### config.mk
export PLATFORM = sky130hd
export DESIGN_NAME = totp_hmac_sha1_generator_top
export DESIGN_NICKNAME = d
export VERILOG_FILES = /design/src/rtl/core/totp_pkg.sv /design/src/rtl/core/totp_front.sv /design/src/rtl/core/totp_back.sv /design/src/rtl/core/totp_hmac_sha1_generator_top.sv
export SDC_FILE = /design/constraint.sdc
export NUM_CORES = 2
export LEC_CHECK = 0
export ABC_AREA = 1
export BUFFER_PORTS_ARGS = -buffer_cell sky130_fd_sc_hd__buf_2
export CORE_MARGIN = 2
export CORE_UTILIZATION = 32
export CTS_CLUSTER_SIZE = 14
export DETAILED_ROUTE_END_ITERATION = 8
export PLACE_DENSITY_LB_ADDON = 0.25
export SLEW_MARGIN = 30
export SYNTH_ARGS = -nofsm -noshare
export SYNTH_HDL_FRONTEND = slang
export SYNTH_SLANG_ARGS = --single-unit
### constraint.sdc
create_clock -name clk -period 12.4 [get_ports clk]
set_input_delay 0.62 -clock clk [delete_from_list [all_inputs] [get_ports clk]]
set_output_delay 0.62 -clock clk [all_outputs]
set_load 0.02 [all_outputs]
### src/rtl/core/totp_pkg.sv
// ----------------------------------------------------------------------------
// TOTP package
// Shared types, constants and helper functions of the one-time password engine.
// ----------------------------------------------------------------------------
package totp_pkg;

	localparam int KEY_BYTES_DEF = 64;
	localparam int QUEUE_DEPTH = 2;

	localparam logic ACT_LOAD = 1'b0;
	localparam logic ACT_GEN  = 1'b1;

	localparam logic [1:0] CFG_KEY_LENGTH = 2'd0;
	localparam logic [1:0] CFG_DIGITS     = 2'd1;
	localparam logic [1:0] CFG_PERIOD     = 2'd2;

	typedef struct packed {
		logic        action;
		logic [3:0]  key_index;
		logic [31:0] key_word;
		logic [62:0] timestamp_ns;
	} in_item_t;

	typedef struct packed {
		logic [26:0] password;
		logic        status;
	} out_item_t;

	// Classified item handed from the front part to the back part.
	typedef struct packed {
		logic        load;
		logic        bad;
		logic [3:0]  key_index;
		logic [31:0] key_word;
		logic [62:0] timestamp_ns;
	} job_t;

	function automatic logic [31:0] rotl(input logic [31:0] x, input int n);
		rotl = (x << n) | (x >> (32 - n));
	endfunction

	function automatic logic [31:0] pow10(input logic [3:0] d);
		case (d)
			4'd1: pow10 = 32'd10;
			4'd2: pow10 = 32'd100;
			4'd3: pow10 = 32'd1000;
			4'd4: pow10 = 32'd10000;
			4'd5: pow10 = 32'd100000;
			4'd6: pow10 = 32'd1000000;
			4'd7: pow10 = 32'd10000000;
			4'd8: pow10 = 32'd100000000;
			default: pow10 = 32'd1;
		endcase
	endfunction

endpackage

### src/rtl/core/totp_front.sv
// ----------------------------------------------------------------------------
// TOTP front end
// Accepts items, classifies them and queues them in order for the back end.
// ----------------------------------------------------------------------------
module totp_front import totp_pkg::*; (
	input  logic        clk,
	input  logic        arst_n,
	input  logic        start,
	input  in_item_t    item,
	input  logic [3:0]  digit_count,
	input  logic [31:0] period_seconds,
	output logic        busy,
	output logic        job_valid,
	output job_t        job,
	input  logic        job_take
);

	localparam int QW = $clog2(QUEUE_DEPTH);

	job_t           q_mem_q [QUEUE_DEPTH];
	logic [QW-1:0]  wr_q, rd_q;
	logic [QW:0]    cnt_q;
	logic           accept, push, pop, bad;

	assign busy     = (cnt_q == (QW+1)'(QUEUE_DEPTH)) ? 1'b1 : 1'b0;
	assign accept   = start && !busy;
	assign push     = accept;
	assign pop      = job_take && job_valid;
	assign bad      = (digit_count < 4'd1) || (digit_count > 4'd8) || (period_seconds == 32'd0);
	assign job_valid = cnt_q != '0;
	assign job      = q_mem_q[rd_q];

	always_ff @(posedge clk) begin
		if (push) begin
			q_mem_q[wr_q] <= '{load: item.action == ACT_LOAD, bad: bad,
				key_index: item.key_index, key_word: item.key_word,
				timestamp_ns: item.timestamp_ns};
		end
	end

	always_ff @(posedge clk or negedge arst_n) begin
		if (!arst_n) begin
			wr_q  <= '0;
			rd_q  <= '0;
			cnt_q <= '0;
		end else begin
			if (push) wr_q <= (wr_q == QW'(QUEUE_DEPTH - 1)) ? '0 : wr_q + 1'b1;
			if (pop)  rd_q <= (rd_q == QW'(QUEUE_DEPTH - 1)) ? '0 : rd_q + 1'b1;
			cnt_q <= cnt_q + (QW+1)'(push) - (QW+1)'(pop);
		end
	end

endmodule

### src/rtl/core/totp_back.sv
// ----------------------------------------------------------------------------
// TOTP back end
// Divides the timestamp, runs four SHA-1 compressions, truncates and reduces.
// ----------------------------------------------------------------------------
module totp_back import totp_pkg::*; #(
	parameter int KEY_BYTES = KEY_BYTES_DEF
) (
	input  logic        clk,
	input  logic        arst_n,
	input  logic [6:0]  key_length,
	input  logic [3:0]  digit_count,
	input  logic [31:0] period_seconds,
	input  logic        job_valid,
	input  job_t        job,
	output logic        job_take,
	output logic        done,
	output out_item_t   result
);

	localparam logic [3:0] ST_IDLE  = 4'd0;
	localparam logic [3:0] ST_MUL   = 4'd1;
	localparam logic [3:0] ST_DIV   = 4'd2;
	localparam logic [3:0] ST_LOAD  = 4'd3;
	localparam logic [3:0] ST_ROUND = 4'd4;
	localparam logic [3:0] ST_ADD   = 4'd5;
	localparam logic [3:0] ST_TRUNC = 4'd6;
	localparam logic [3:0] ST_MOD   = 4'd7;
	localparam logic [3:0] ST_OUT   = 4'd8;
	localparam logic [6:0] KB = 7'(KEY_BYTES);

	logic [3:0]  st_q;
	logic [31:0] key_q [16];
	logic [31:0] w_q [16];
	logic [31:0] h_q [5];
	logic [31:0] inner_q [5];
	logic [31:0] a_q, b_q, c_q, d_q, e_q;
	logic [6:0]  rnd_q;
	logic [1:0]  blk_q;
	logic [62:0] rem_q, quo_q;
	logic [61:0] div_q;
	logic [5:0]  bit_q;
	logic [30:0] hv_q;
	logic [31:0] m_q;
	logic [63:0] dsub;
	logic [6:0]  len;
	logic [31:0] wnew, wcur, f, k, t;
	logic [31:0] blk [16];
	logic [7:0]  dbytes [20];
	logic [3:0]  off;
	logic        key_we;

	assign len = (key_length > KB) ? KB : key_length;

	always_comb begin
		logic [7:0] pad;
		pad = (blk_q == 2'd0) ? 8'h36 : 8'h5C;
		for (int j = 0; j < 16; j++) begin
			blk[j] = '0;
		end
		if (blk_q[0] == 1'b0) begin
			for (int j = 0; j < 16; j++) begin
				for (int b = 0; b < 4; b++) begin
					blk[j][31-8*b -: 8] = ((7'(4*j+b) < len) ? key_q[j][31-8*b -: 8] : 8'h00) ^ pad;
				end
			end
		end else if (blk_q == 2'd1) begin
			blk[0]  = {1'b0, quo_q[62:32]};
			blk[1]  = quo_q[31:0];
			blk[2]  = 32'h80000000;
			blk[15] = 32'd576;
		end else begin
			for (int j = 0; j < 5; j++) blk[j] = inner_q[j];
			blk[5]  = 32'h80000000;
			blk[15] = 32'd672;
		end
	end

	assign wnew = rotl(w_q[13] ^ w_q[8] ^ w_q[2] ^ w_q[0], 1);
	assign wcur = (rnd_q < 7'd16) ? w_q[0] : wnew;

	always_comb begin
		if (rnd_q < 7'd20) begin
			f = (b_q & c_q) | (~b_q & d_q); k = 32'h5A827999;
		end else if (rnd_q < 7'd40) begin
			f = b_q ^ c_q ^ d_q; k = 32'h6ED9EBA1;
		end else if (rnd_q < 7'd60) begin
			f = (b_q & c_q) | (b_q & d_q) | (c_q & d_q); k = 32'h8F1BBCDC;
		end else begin
			f = b_q ^ c_q ^ d_q; k = 32'hCA62C1D6;
		end
	end
	assign t = rotl(a_q, 5) + f + e_q + k + wcur;

	always_comb begin
		for (int i = 0; i < 20; i++) dbytes[i] = h_q[i/4][31-8*(i%4) -: 8];
	end
	assign off  = dbytes[19][3:0];

	// Trial subtraction of the long division: the partial remainder takes the
	// next dividend bit from the top of the quotient shift register.
	assign dsub = {1'b0, rem_q[61:0], quo_q[62]} - {2'b00, div_q};

	assign job_take = (st_q == ST_IDLE) && job_valid;
	assign key_we   = job_take && job.load;

	always_ff @(posedge clk) begin
		if (key_we) key_q[job.key_index] <= job.key_word;
	end

	always_ff @(posedge clk or negedge arst_n) begin
		if (!arst_n) begin
			st_q <= ST_IDLE;
			done <= 1'b0;
		end else begin
			done <= 1'b0;
			case (st_q)
				ST_IDLE: begin
					if (job_valid && !job.load) begin
						if (job.bad) begin
							result <= '{password: '0, status: 1'b1};
							done   <= 1'b1;
						end else begin
							rem_q <= '0;
							quo_q <= job.timestamp_ns;
							st_q  <= ST_MUL;
						end
					end
				end
				ST_MUL: begin
					div_q <= 62'(period_seconds) * 62'd1000000000;
					bit_q <= 6'd62;
					st_q  <= ST_DIV;
				end
				ST_DIV: begin
					// Restoring division, one quotient bit a cycle.
					if (!dsub[63]) begin
						rem_q <= dsub[62:0];
						quo_q <= {quo_q[61:0], 1'b1};
					end else begin
						rem_q <= {rem_q[61:0], quo_q[62]};
						quo_q <= {quo_q[61:0], 1'b0};
					end
					if (bit_q == 6'd0) begin
						blk_q <= 2'd0;
						st_q  <= ST_LOAD;
					end else begin
						bit_q <= bit_q - 1'b1;
					end
				end
				ST_LOAD: begin
					for (int j = 0; j < 16; j++) w_q[j] <= blk[j];
					if (blk_q[0] == 1'b0) begin
						a_q <= 32'h67452301; b_q <= 32'hEFCDAB89; c_q <= 32'h98BADCFE;
						d_q <= 32'h10325476; e_q <= 32'hC3D2E1F0;
						h_q[0] <= 32'h67452301; h_q[1] <= 32'hEFCDAB89;
						h_q[2] <= 32'h98BADCFE; h_q[3] <= 32'h10325476;
						h_q[4] <= 32'hC3D2E1F0;
					end else begin
						a_q <= h_q[0]; b_q <= h_q[1]; c_q <= h_q[2];
						d_q <= h_q[3]; e_q <= h_q[4];
					end
					rnd_q <= '0;
					st_q  <= ST_ROUND;
				end
				ST_ROUND: begin
					for (int j = 0; j < 15; j++) w_q[j] <= w_q[j+1];
					w_q[15] <= wcur;
					e_q <= d_q; d_q <= c_q; c_q <= rotl(b_q, 30); b_q <= a_q; a_q <= t;
					if (rnd_q == 7'd79) st_q <= ST_ADD;
					rnd_q <= rnd_q + 1'b1;
				end
				ST_ADD: begin
					h_q[0] <= h_q[0] + a_q; h_q[1] <= h_q[1] + b_q; h_q[2] <= h_q[2] + c_q;
					h_q[3] <= h_q[3] + d_q; h_q[4] <= h_q[4] + e_q;
					if (blk_q == 2'd1) begin
						inner_q[0] <= h_q[0] + a_q; inner_q[1] <= h_q[1] + b_q;
						inner_q[2] <= h_q[2] + c_q; inner_q[3] <= h_q[3] + d_q;
						inner_q[4] <= h_q[4] + e_q;
					end
					blk_q <= blk_q + 1'b1;
					st_q  <= (blk_q == 2'd3) ? ST_TRUNC : ST_LOAD;
				end
				ST_TRUNC: begin
					hv_q  <= {dbytes[5'(off)][6:0], dbytes[5'(off)+5'd1],
						dbytes[5'(off)+5'd2], dbytes[5'(off)+5'd3]};
					m_q   <= pow10(digit_count);
					div_q <= '0;
					bit_q <= 6'd30;
					st_q  <= ST_MOD;
				end
				ST_MOD: begin
					// Remainder by shift and subtract, one bit a cycle.
					if (({32'd0, m_q} << bit_q) <= {33'd0, hv_q}) begin
						hv_q <= 31'({33'd0, hv_q} - ({32'd0, m_q} << bit_q));
					end
					if (bit_q == 6'd0) st_q <= ST_OUT;
					else bit_q <= bit_q - 1'b1;
				end
				ST_OUT: begin
					result <= '{password: hv_q[26:0], status: 1'b0};
					done   <= 1'b1;
					st_q   <= ST_IDLE;
				end
				default: st_q <= ST_IDLE;
			endcase
		end
	end

endmodule

### src/rtl/core/totp_hmac_sha1_generator_top.sv
// ----------------------------------------------------------------------------
// TOTP HMAC-SHA1 generator
// Time-based one-time password engine with key store and settings port.
// ----------------------------------------------------------------------------
// Usage: an item is accepted when start is high and busy is low. A load item
// writes one 32-bit key word and gives no result. A generate item queues a
// job; the back end divides the timestamp by the period in nanoseconds
// (one quotient bit a cycle), runs four SHA-1 compressions of 80 rounds
// each through one shared round unit, then truncates and reduces modulo
// ten to the digit count. An invalid setting is answered once its job
// leaves the queue, with status high and a zero password.
// Both kinds of item pass in order through a two-entry queue, so a load
// never disturbs a password that is still being computed.
// Results appear for one cycle with done high; the receiver cannot stall.
// Busy rises only while the two-entry item queue is full.
// Settings are written through cfg_valid/cfg_ready; the user must write them
// only while idle; the block does not enforce it. Reset returns key_length
// 0, digit_count 6 and period_seconds 30; the key store has no reset value.
// ----------------------------------------------------------------------------
module totp_hmac_sha1_generator_top import totp_pkg::*; #(
	parameter int KEY_BYTES = KEY_BYTES_DEF
) (
	input  logic        clk,
	input  logic        arst_n,
	input  logic        start,
	output logic        busy,
	input  in_item_t    item,
	output logic        done,
	output out_item_t   result,
	input  logic        cfg_valid,
	output logic        cfg_ready,
	input  logic [1:0]  cfg_index,
	input  logic [31:0] cfg_data
);

	logic [6:0]  key_length_q;
	logic [3:0]  digit_count_q;
	logic [31:0] period_q;
	logic        job_valid, job_take;
	job_t        job;

	assign cfg_ready = 1'b1;

	// The settings registers are written straight from the port.
	always_ff @(posedge clk or negedge arst_n) begin
		if (!arst_n) begin
			key_length_q  <= 7'd0;
			digit_count_q <= 4'd6;
			period_q      <= 32'd30;
		end else if (cfg_valid) begin
			case (cfg_index)
				CFG_KEY_LENGTH: key_length_q  <= cfg_data[6:0];
				CFG_DIGITS:     digit_count_q <= cfg_data[3:0];
				CFG_PERIOD:     period_q      <= cfg_data;
				default: ;
			endcase
		end
	end

	totp_front u_front (
		.clk, .arst_n, .start, .item,
		.digit_count(digit_count_q), .period_seconds(period_q),
		.busy, .job_valid, .job, .job_take
	);

	totp_back #(.KEY_BYTES(KEY_BYTES)) u_back (
		.clk, .arst_n,
		.key_length(key_length_q), .digit_count(digit_count_q),
		.period_seconds(period_q), .job_valid, .job, .job_take, .done, .result
	);

endmodule
==> After elaboration in Yosys (flattened, before gate mapping) <==
Memory sizes are Yosys's and may differ from the RTL's. A register that Yosys moved wholly into a read port is not among the register bits.
Index checks and enable logic that the tools add are counted.
{ "totals": {"romBits": 400, "ramBits": 1546, "output_inout_bits": 31, "ff_bits": 505, "n_memories": 6, "input_bits": 138} }
{ "op_classes": {"eq_ne": 22, "bitwise": 106, "shifts": 1, "magnitude_cmp": 76, "add_sub_neg": 21, "muxes": 170, "reduce_logical": 40, "multipliers": 1} }
{ "mem_list": {"columns": ["memory", "depth", "width", "read_ports", "rd_ports_with_merged_regs", "write_ports", "line", "source"], "rows": [
  ["u_back.key_q", 16, 32, 16, 0, 1, "totp_back.sv:32", "logic [31:0] key_q [16];"],
  ["u_back.w_q", 16, 32, 16, 0, 16, "totp_back.sv:33", "logic [31:0] w_q [16];"],
  ["(name not given)", 16, 25, 1, 1, 0, "totp_pkg.sv:43", "case (d)"],
  ["u_front.q_mem_q", 2, 101, 1, 0, 1, "totp_front.sv:20", "job_t q_mem_q [QUEUE_DEPTH];"],
  ["u_back.h_q", 5, 32, 5, 0, 5, "totp_back.sv:34", "logic [31:0] h_q [5];"],
  ["u_back.inner_q", 5, 32, 5, 0, 5, "totp_back.sv:35", "logic [31:0] inner_q [5];"]
]} }
{ "op_table": {"columns": ["op", "count"], "rows": [
  ["$mux 32", 33],
  ["$mux 8", 71],
  ["$xor 8x8->8", 64],
  ["$pmux 32 s2", 5],
  ["$add 32x32->32", 9],
  ["$mux 288", 1],
  ["$pmux 62 s2", 2],
  ["$lt 6x7->1 const A", 32],
  ["$mux 192", 1],
  ["$mux 96", 2],
  ["$mux 62", 3],
  ["$bmux 8 s5", 4],
  ["$xor 32x32->32", 5],
  ["$and 32x32->32", 4],
  ["$mux 63", 2],
  ["$pmux 63 s2", 1],
  ["$lt 5x7->1 const A", 16],
  ["$or 32x32->32", 3],
  ["$le 64x31->1", 1],
  ["$shl 32x6->64", 1],
  ["$sub 63x62->64", 1],
  ["$mux 31", 2],
  ["$pmux 31 s2", 1],
  ["$lt 4x7->1 const A", 8],
  ["other kinds (63)", 165]
]} }

==> Logic depth before layout (Yosys ltp) <==
{ "depth": {"ltp_word": 11, "mapped_depth": 31, "depth_no_buf": 29} }

==> Modules after synthesis <==
From an unflattened synthesis, not the netlist that was laid out.
{ "unflattened": {"cells_unflattened": 12140, "hier_area_um2": 120461.8} }
{ "modules_own_cells": {"columns": ["module", "area_per_inst_um2", "cells_each", "n_inst"], "rows": [
  ["totp_back", 110986.4, 11363, 1],
  ["totp_front", 7661.1, 582, 1],
  ["totp_hmac_sha1_generator_top", 1814.2, 195, 1]
]} }

==> Worst setup path after synthesis <==
OpenSTA, ideal clock, no wires.
{ "synth_path": {"kind": "input-to-reg", "start": "in arst_n", "end": "mem u_back.w_q[0][0] (enable)", "cell_stages": 5, "arrival_time_ns": 9.809, "path_slack_ns": -1.042, "path_buffers": 3, "t_required_ns": 8.767, "setup_ns": 3.633, "path_cell_list": "nand2_1 clkbuf_1 clkbuf_1 clkbuf_1 nand2_1"} }
{ "synth_rtl": {"columns": ["element", "line", "source"], "rows": [
  ["from (decl)", "totp_hmac_sha1_generator_top.sv:24", "input logic arst_n,"],
  ["to (decl)", "totp_back.sv:33", null]
]} }

==> Worst setup path after layout <==
{ "layout_path": {"start": "reg u_back.rnd_q[6]", "end": "reg u_back.a_q[21], data pin"} }
{ "layout_via": {"elab_chain_len": 9} }
{ "layout_lines": {"columns": ["element", "line", "source"], "rows": [
  ["from (decl)", "totp_back.sv:37", "logic [6:0] rnd_q;"],
  ["from (signal assigned)", "totp_back.sv:170", "rnd_q <= rnd_q + 1'b1;"],
  ["$lt 7x6->1", "totp_back.sv:86", "end else if (rnd_q < 7'd60) begin"],
  ["$mux 32", "totp_back.sv:86", null],
  ["$mux 32", "totp_back.sv:84", "end else if (rnd_q < 7'd40) begin"],
  ["$mux 32", "totp_back.sv:82", "if (rnd_q < 7'd20) begin"],
  ["$add 32x32->32 (3 in series)", "totp_back.sv:92", "assign t = rotl(a_q, 5) + f + e_q + k + wcur;"],
  ["$add 32x32->32 (*)", "totp_back.sv:92", null],
  ["$pmux 32 s2 (*)", "totp_back.sv:116", "case (st_q)"],
  ["to (signal assigned)", "totp_back.sv:159", "a_q <= h_q[0]; b_q <= h_q[1]; c_q <= h_q[2];"],
  ["to (signal assigned)", "totp_back.sv:168", "e_q <= d_q; d_q <= c_q; c_q <= rotl(b_q, 30); b_q <= a_q; a_q <= t;"],
  ["to (decl)", "totp_back.sv:36", "logic [31:0] a_q, b_q, c_q, d_q, e_q;"]
]} }
Every way passes the cells marked *; elsewhere a longest branch is shown, timed or not.
A chain may end at the register's enable or synchronous reset.

==> results by group <==
Synth
  – Ys Warns: 0
  – Mapped Area: 120300 µm²
  – Main combinational cell family by area after synthesis: simple AND/OR/NAND/NOR gates
  – Most used DFF post-synth: edfxtp_1
  – Mapped Cells: 12020
  – Register area share after synthesis: 0.5044
  – Synth Area in Compound Gates: 0.1203
  – Synth Area in Simple Gates: 0.1378
  – Post-synth cell types: 75
  – Synth Area in XOR/XNOR: 0.03850
  – Adder-cell share of the synthesized area: 0.1360
  – Async S/R FF share, synth: 0.02562
  – Syn_nets: 13210
  – Mux contribution to synthesized area: 0.0006654
  – Syn Area/Cell: 10.01 µm²
  – Post-synth EDFFs: 1978
  – Flops & latches, synth: 2030

STA
  – Total negative setup slack: 0 ns
  – Worst hold slack: 0.06938 ns
  – Slew HR: 0.2336
  – Fin. max-slew vios: 0
  – Clock skew: 0.1496 ns
  – Min Tclk post-route: 7.465 ns
  – # setup viols final: 0
  – Max Fclk: 134.0 MHz
  – Final hold viol count: 0
  – RSZ-0062 raised after global routing: no
  – Slew at the pin closest to its max-slew limit: 1.150 ns
  – Crit share post-route: 0.6021

Critical path
  – Crit path DAT: 8.14 ns
  – Critical Path RT: 13.07 ns
  – Flop-to-flop setup slack: 4.93 ns
  – CP Capture Type: flip-flop
  – Critical path startpoint: u_back.rnd_q[6]
  – CP endpoint: u_back.a_q[21]
  – Max FO, Critical Path: 37
  – Endpoint of the lowest-slack register-to-register path: u_back.a_q[21]
  – WS Path Type: flip-flop to flip-flop
  – Worst Reg-to-Reg Cells: 26
  – Worst r2r src: u_back.rnd_q[6]
  – Setup crit start kind: flip-flop

Global route
  – Routing usage on met2: 0.3429
  – Largest net degree at the start of global routing: 164
  – Antenna violations before repair: 38
  – GRT Util Overall: 0.2300
  – First-pass GRT wire length: 636300 µm
  – Vias in the first global route: 86840
  – GR peak layer: met2
  – Met1 Use GR: 0.3334
  – GRT overflow: 0
  – Routing usage on met3: 0.03756

Clocking
  – CTS H-tree depth: 4
  – Post-CTS Hold Buffers: 122
  – Clock Root Buffer: clkbuf_16
  – # Post-CTS Setup Buffers: 0
  – Clock Tree Buf Depth: 4
  – CTS tree: yes
  – Clk slew on worst S/H paths: 0.07 ns
  – Worst-Skew Late Latency: 0.98 ns
  – TritonCTS Buffers: 233
  – Clock net sink count: 2030
  – CTS resizes: 0

Floorplan
  – Starting density of the core: 0.3209
  – Core area: 375000 µm²
  – Overall die height: 617.3 µm
  – Die area: 381000 µm²
  – Die Wd: 617.3 µm
  – # rows: 225
  – IO Pins: 169

Finish
  – Post-route cell area: 136100 µm²
  – Most common cell after layout, fill and taps aside: nand2_1
  – Nets@finish: 13430
  – Most frequent cells in the layout: nand2_1 (2361), edfxtp_1 (1978), inv_1 (1436)
  – Area Overhead vs Synth: 13.13%
  – Share of layout cells above drive strength 1: 0.07112
  – Final core utilization: 0.3631

Drt
  – WL/cell: 25.82 µm
  – DR vias: 91200
  – Wirelength, routed: 450300 µm
  – Post-route ant nets: 0
  – Vias per cell: 5.230
  – First-pass DRT Iterations: 8
  – Initial drt markers: 10990
  – Remaining DRCs: 0

Place
  – Placed instance area: 127200 µm²
  – HPWL Detailed: 335400 µm
  – GPL Wtd Cong: 0.9875
  – Port bufs: 167

Run
  – Max Cap Viol: 0

Outcome
  – Status: completed

Hold path
  – Worst min path class: primary input to flip-flop
[cell families after synthesis]
kind of cell	after synthesis
AO/OA/AOI/OAI	2398
AND/OR/NAND/NOR	4063
flip-flops	2030
buffers and inverters	1950
multiplexers	8
other	1
adder cells (fa/ha/maj)	1045
XOR/XNOR	529
[worst min-delay path by stage]
stage                     slack (ns)            start          endpoint  cells after the start
after floorplan                 0.32           arst_n  digit_count_q[0]                      0
after global placement          0.48  key_length_q[6]   key_length_q[6]                      2
after detailed placement        0.49  key_length_q[6]   key_length_q[6]                      2
after CTS                       0.01     cfg_data[16]      period_q[16]                      3
after global routing            0.05     cfg_data[14]      period_q[14]                      3
final                           0.07     cfg_data[16]      period_q[16]                      3
[Yosys cell counts, types with 180 or more instances]
library cell	n	share of area
nand3_1	633	0.026
xor2_1	349	0.025
a21oi_1	720	0.030
o21ai_0	747	0.031
fa_1	439	0.073
nand2_1	2377	0.074
nor2_1	841	0.026
xnor2_1	180	0.013
ha_1	606	0.063
inv_1	1439	0.045
edfxtp_1	1978	0.49
clkbuf_1	306	0.0095
[cell type report]
cell class / instances / area (µm²)
fill: 37710 / 238800
sequential: 2030 / 60710
multi-input combinational: 8044 / 52550
tap: 4994 / 6248
clock buffer: 282 / 6057
inverter: 1500 / 5654
timing repair buffer: 433 / 3410
clock inverter: 141 / 1485
antenna: 15 / 37.54
[worst max-delay path, stage by stage (launching register included)]
cell and delay [ns]:
edfxtp_1 0.55, a41oi_2 0.51, nand2_2 0.69, nand2_1 0.69
buf_4 0.39, o221ai_1 0.22, fa_1 0.55, inv_1 0.06
fa_1 0.53, inv_1 0.05, fa_1 0.45, inv_1 0.07
ha_1 0.17, inv_1 0.06, fa_1 0.40, inv_1 0.07
nand3_1 0.06, nand2_1 0.09, nand2_1 0.07, nand2_1 0.06
a21oi_1 0.14, o21ai_0 0.50, a21oi_1 0.23, o21ai_0 0.30
a21oi_1 0.10, o21ai_0 0.10, nand2_1 0.08
[flip-flops by register name (all words and copies together), names as in the netlist, 53 cells and up]
signal / count
u_back.w_q: 512
u_back.inner_q: 160
u_back.key_q: 512
u_back.rem_q: 62
u_back.h_q: 160
u_back.div_q: 53
u_back.quo_q: 63
u_front.q_mem_q: 202
[through the flow]
stage | instances | worst slack (ns)
after CTS | 17420 | 5.158
after floorplan | 12020 | 4.200
after detailed placement | 16880 | 5.145
after global placement | 16870 | 5.205
after global routing | 17430 | 4.517
final | 17440 | 4.935
[routing by layer]
metal / wire, µm / up-vias
met4: 19970 / 8
met2: 192100 / 3746
met1: 201800 / 45020
met5: 61 / -
met3: 36420 / 693
li1: - / 41740
Power is not shown: default switching activity piles up to over one toggle a cycle in this logic, so the estimate is an artifact.
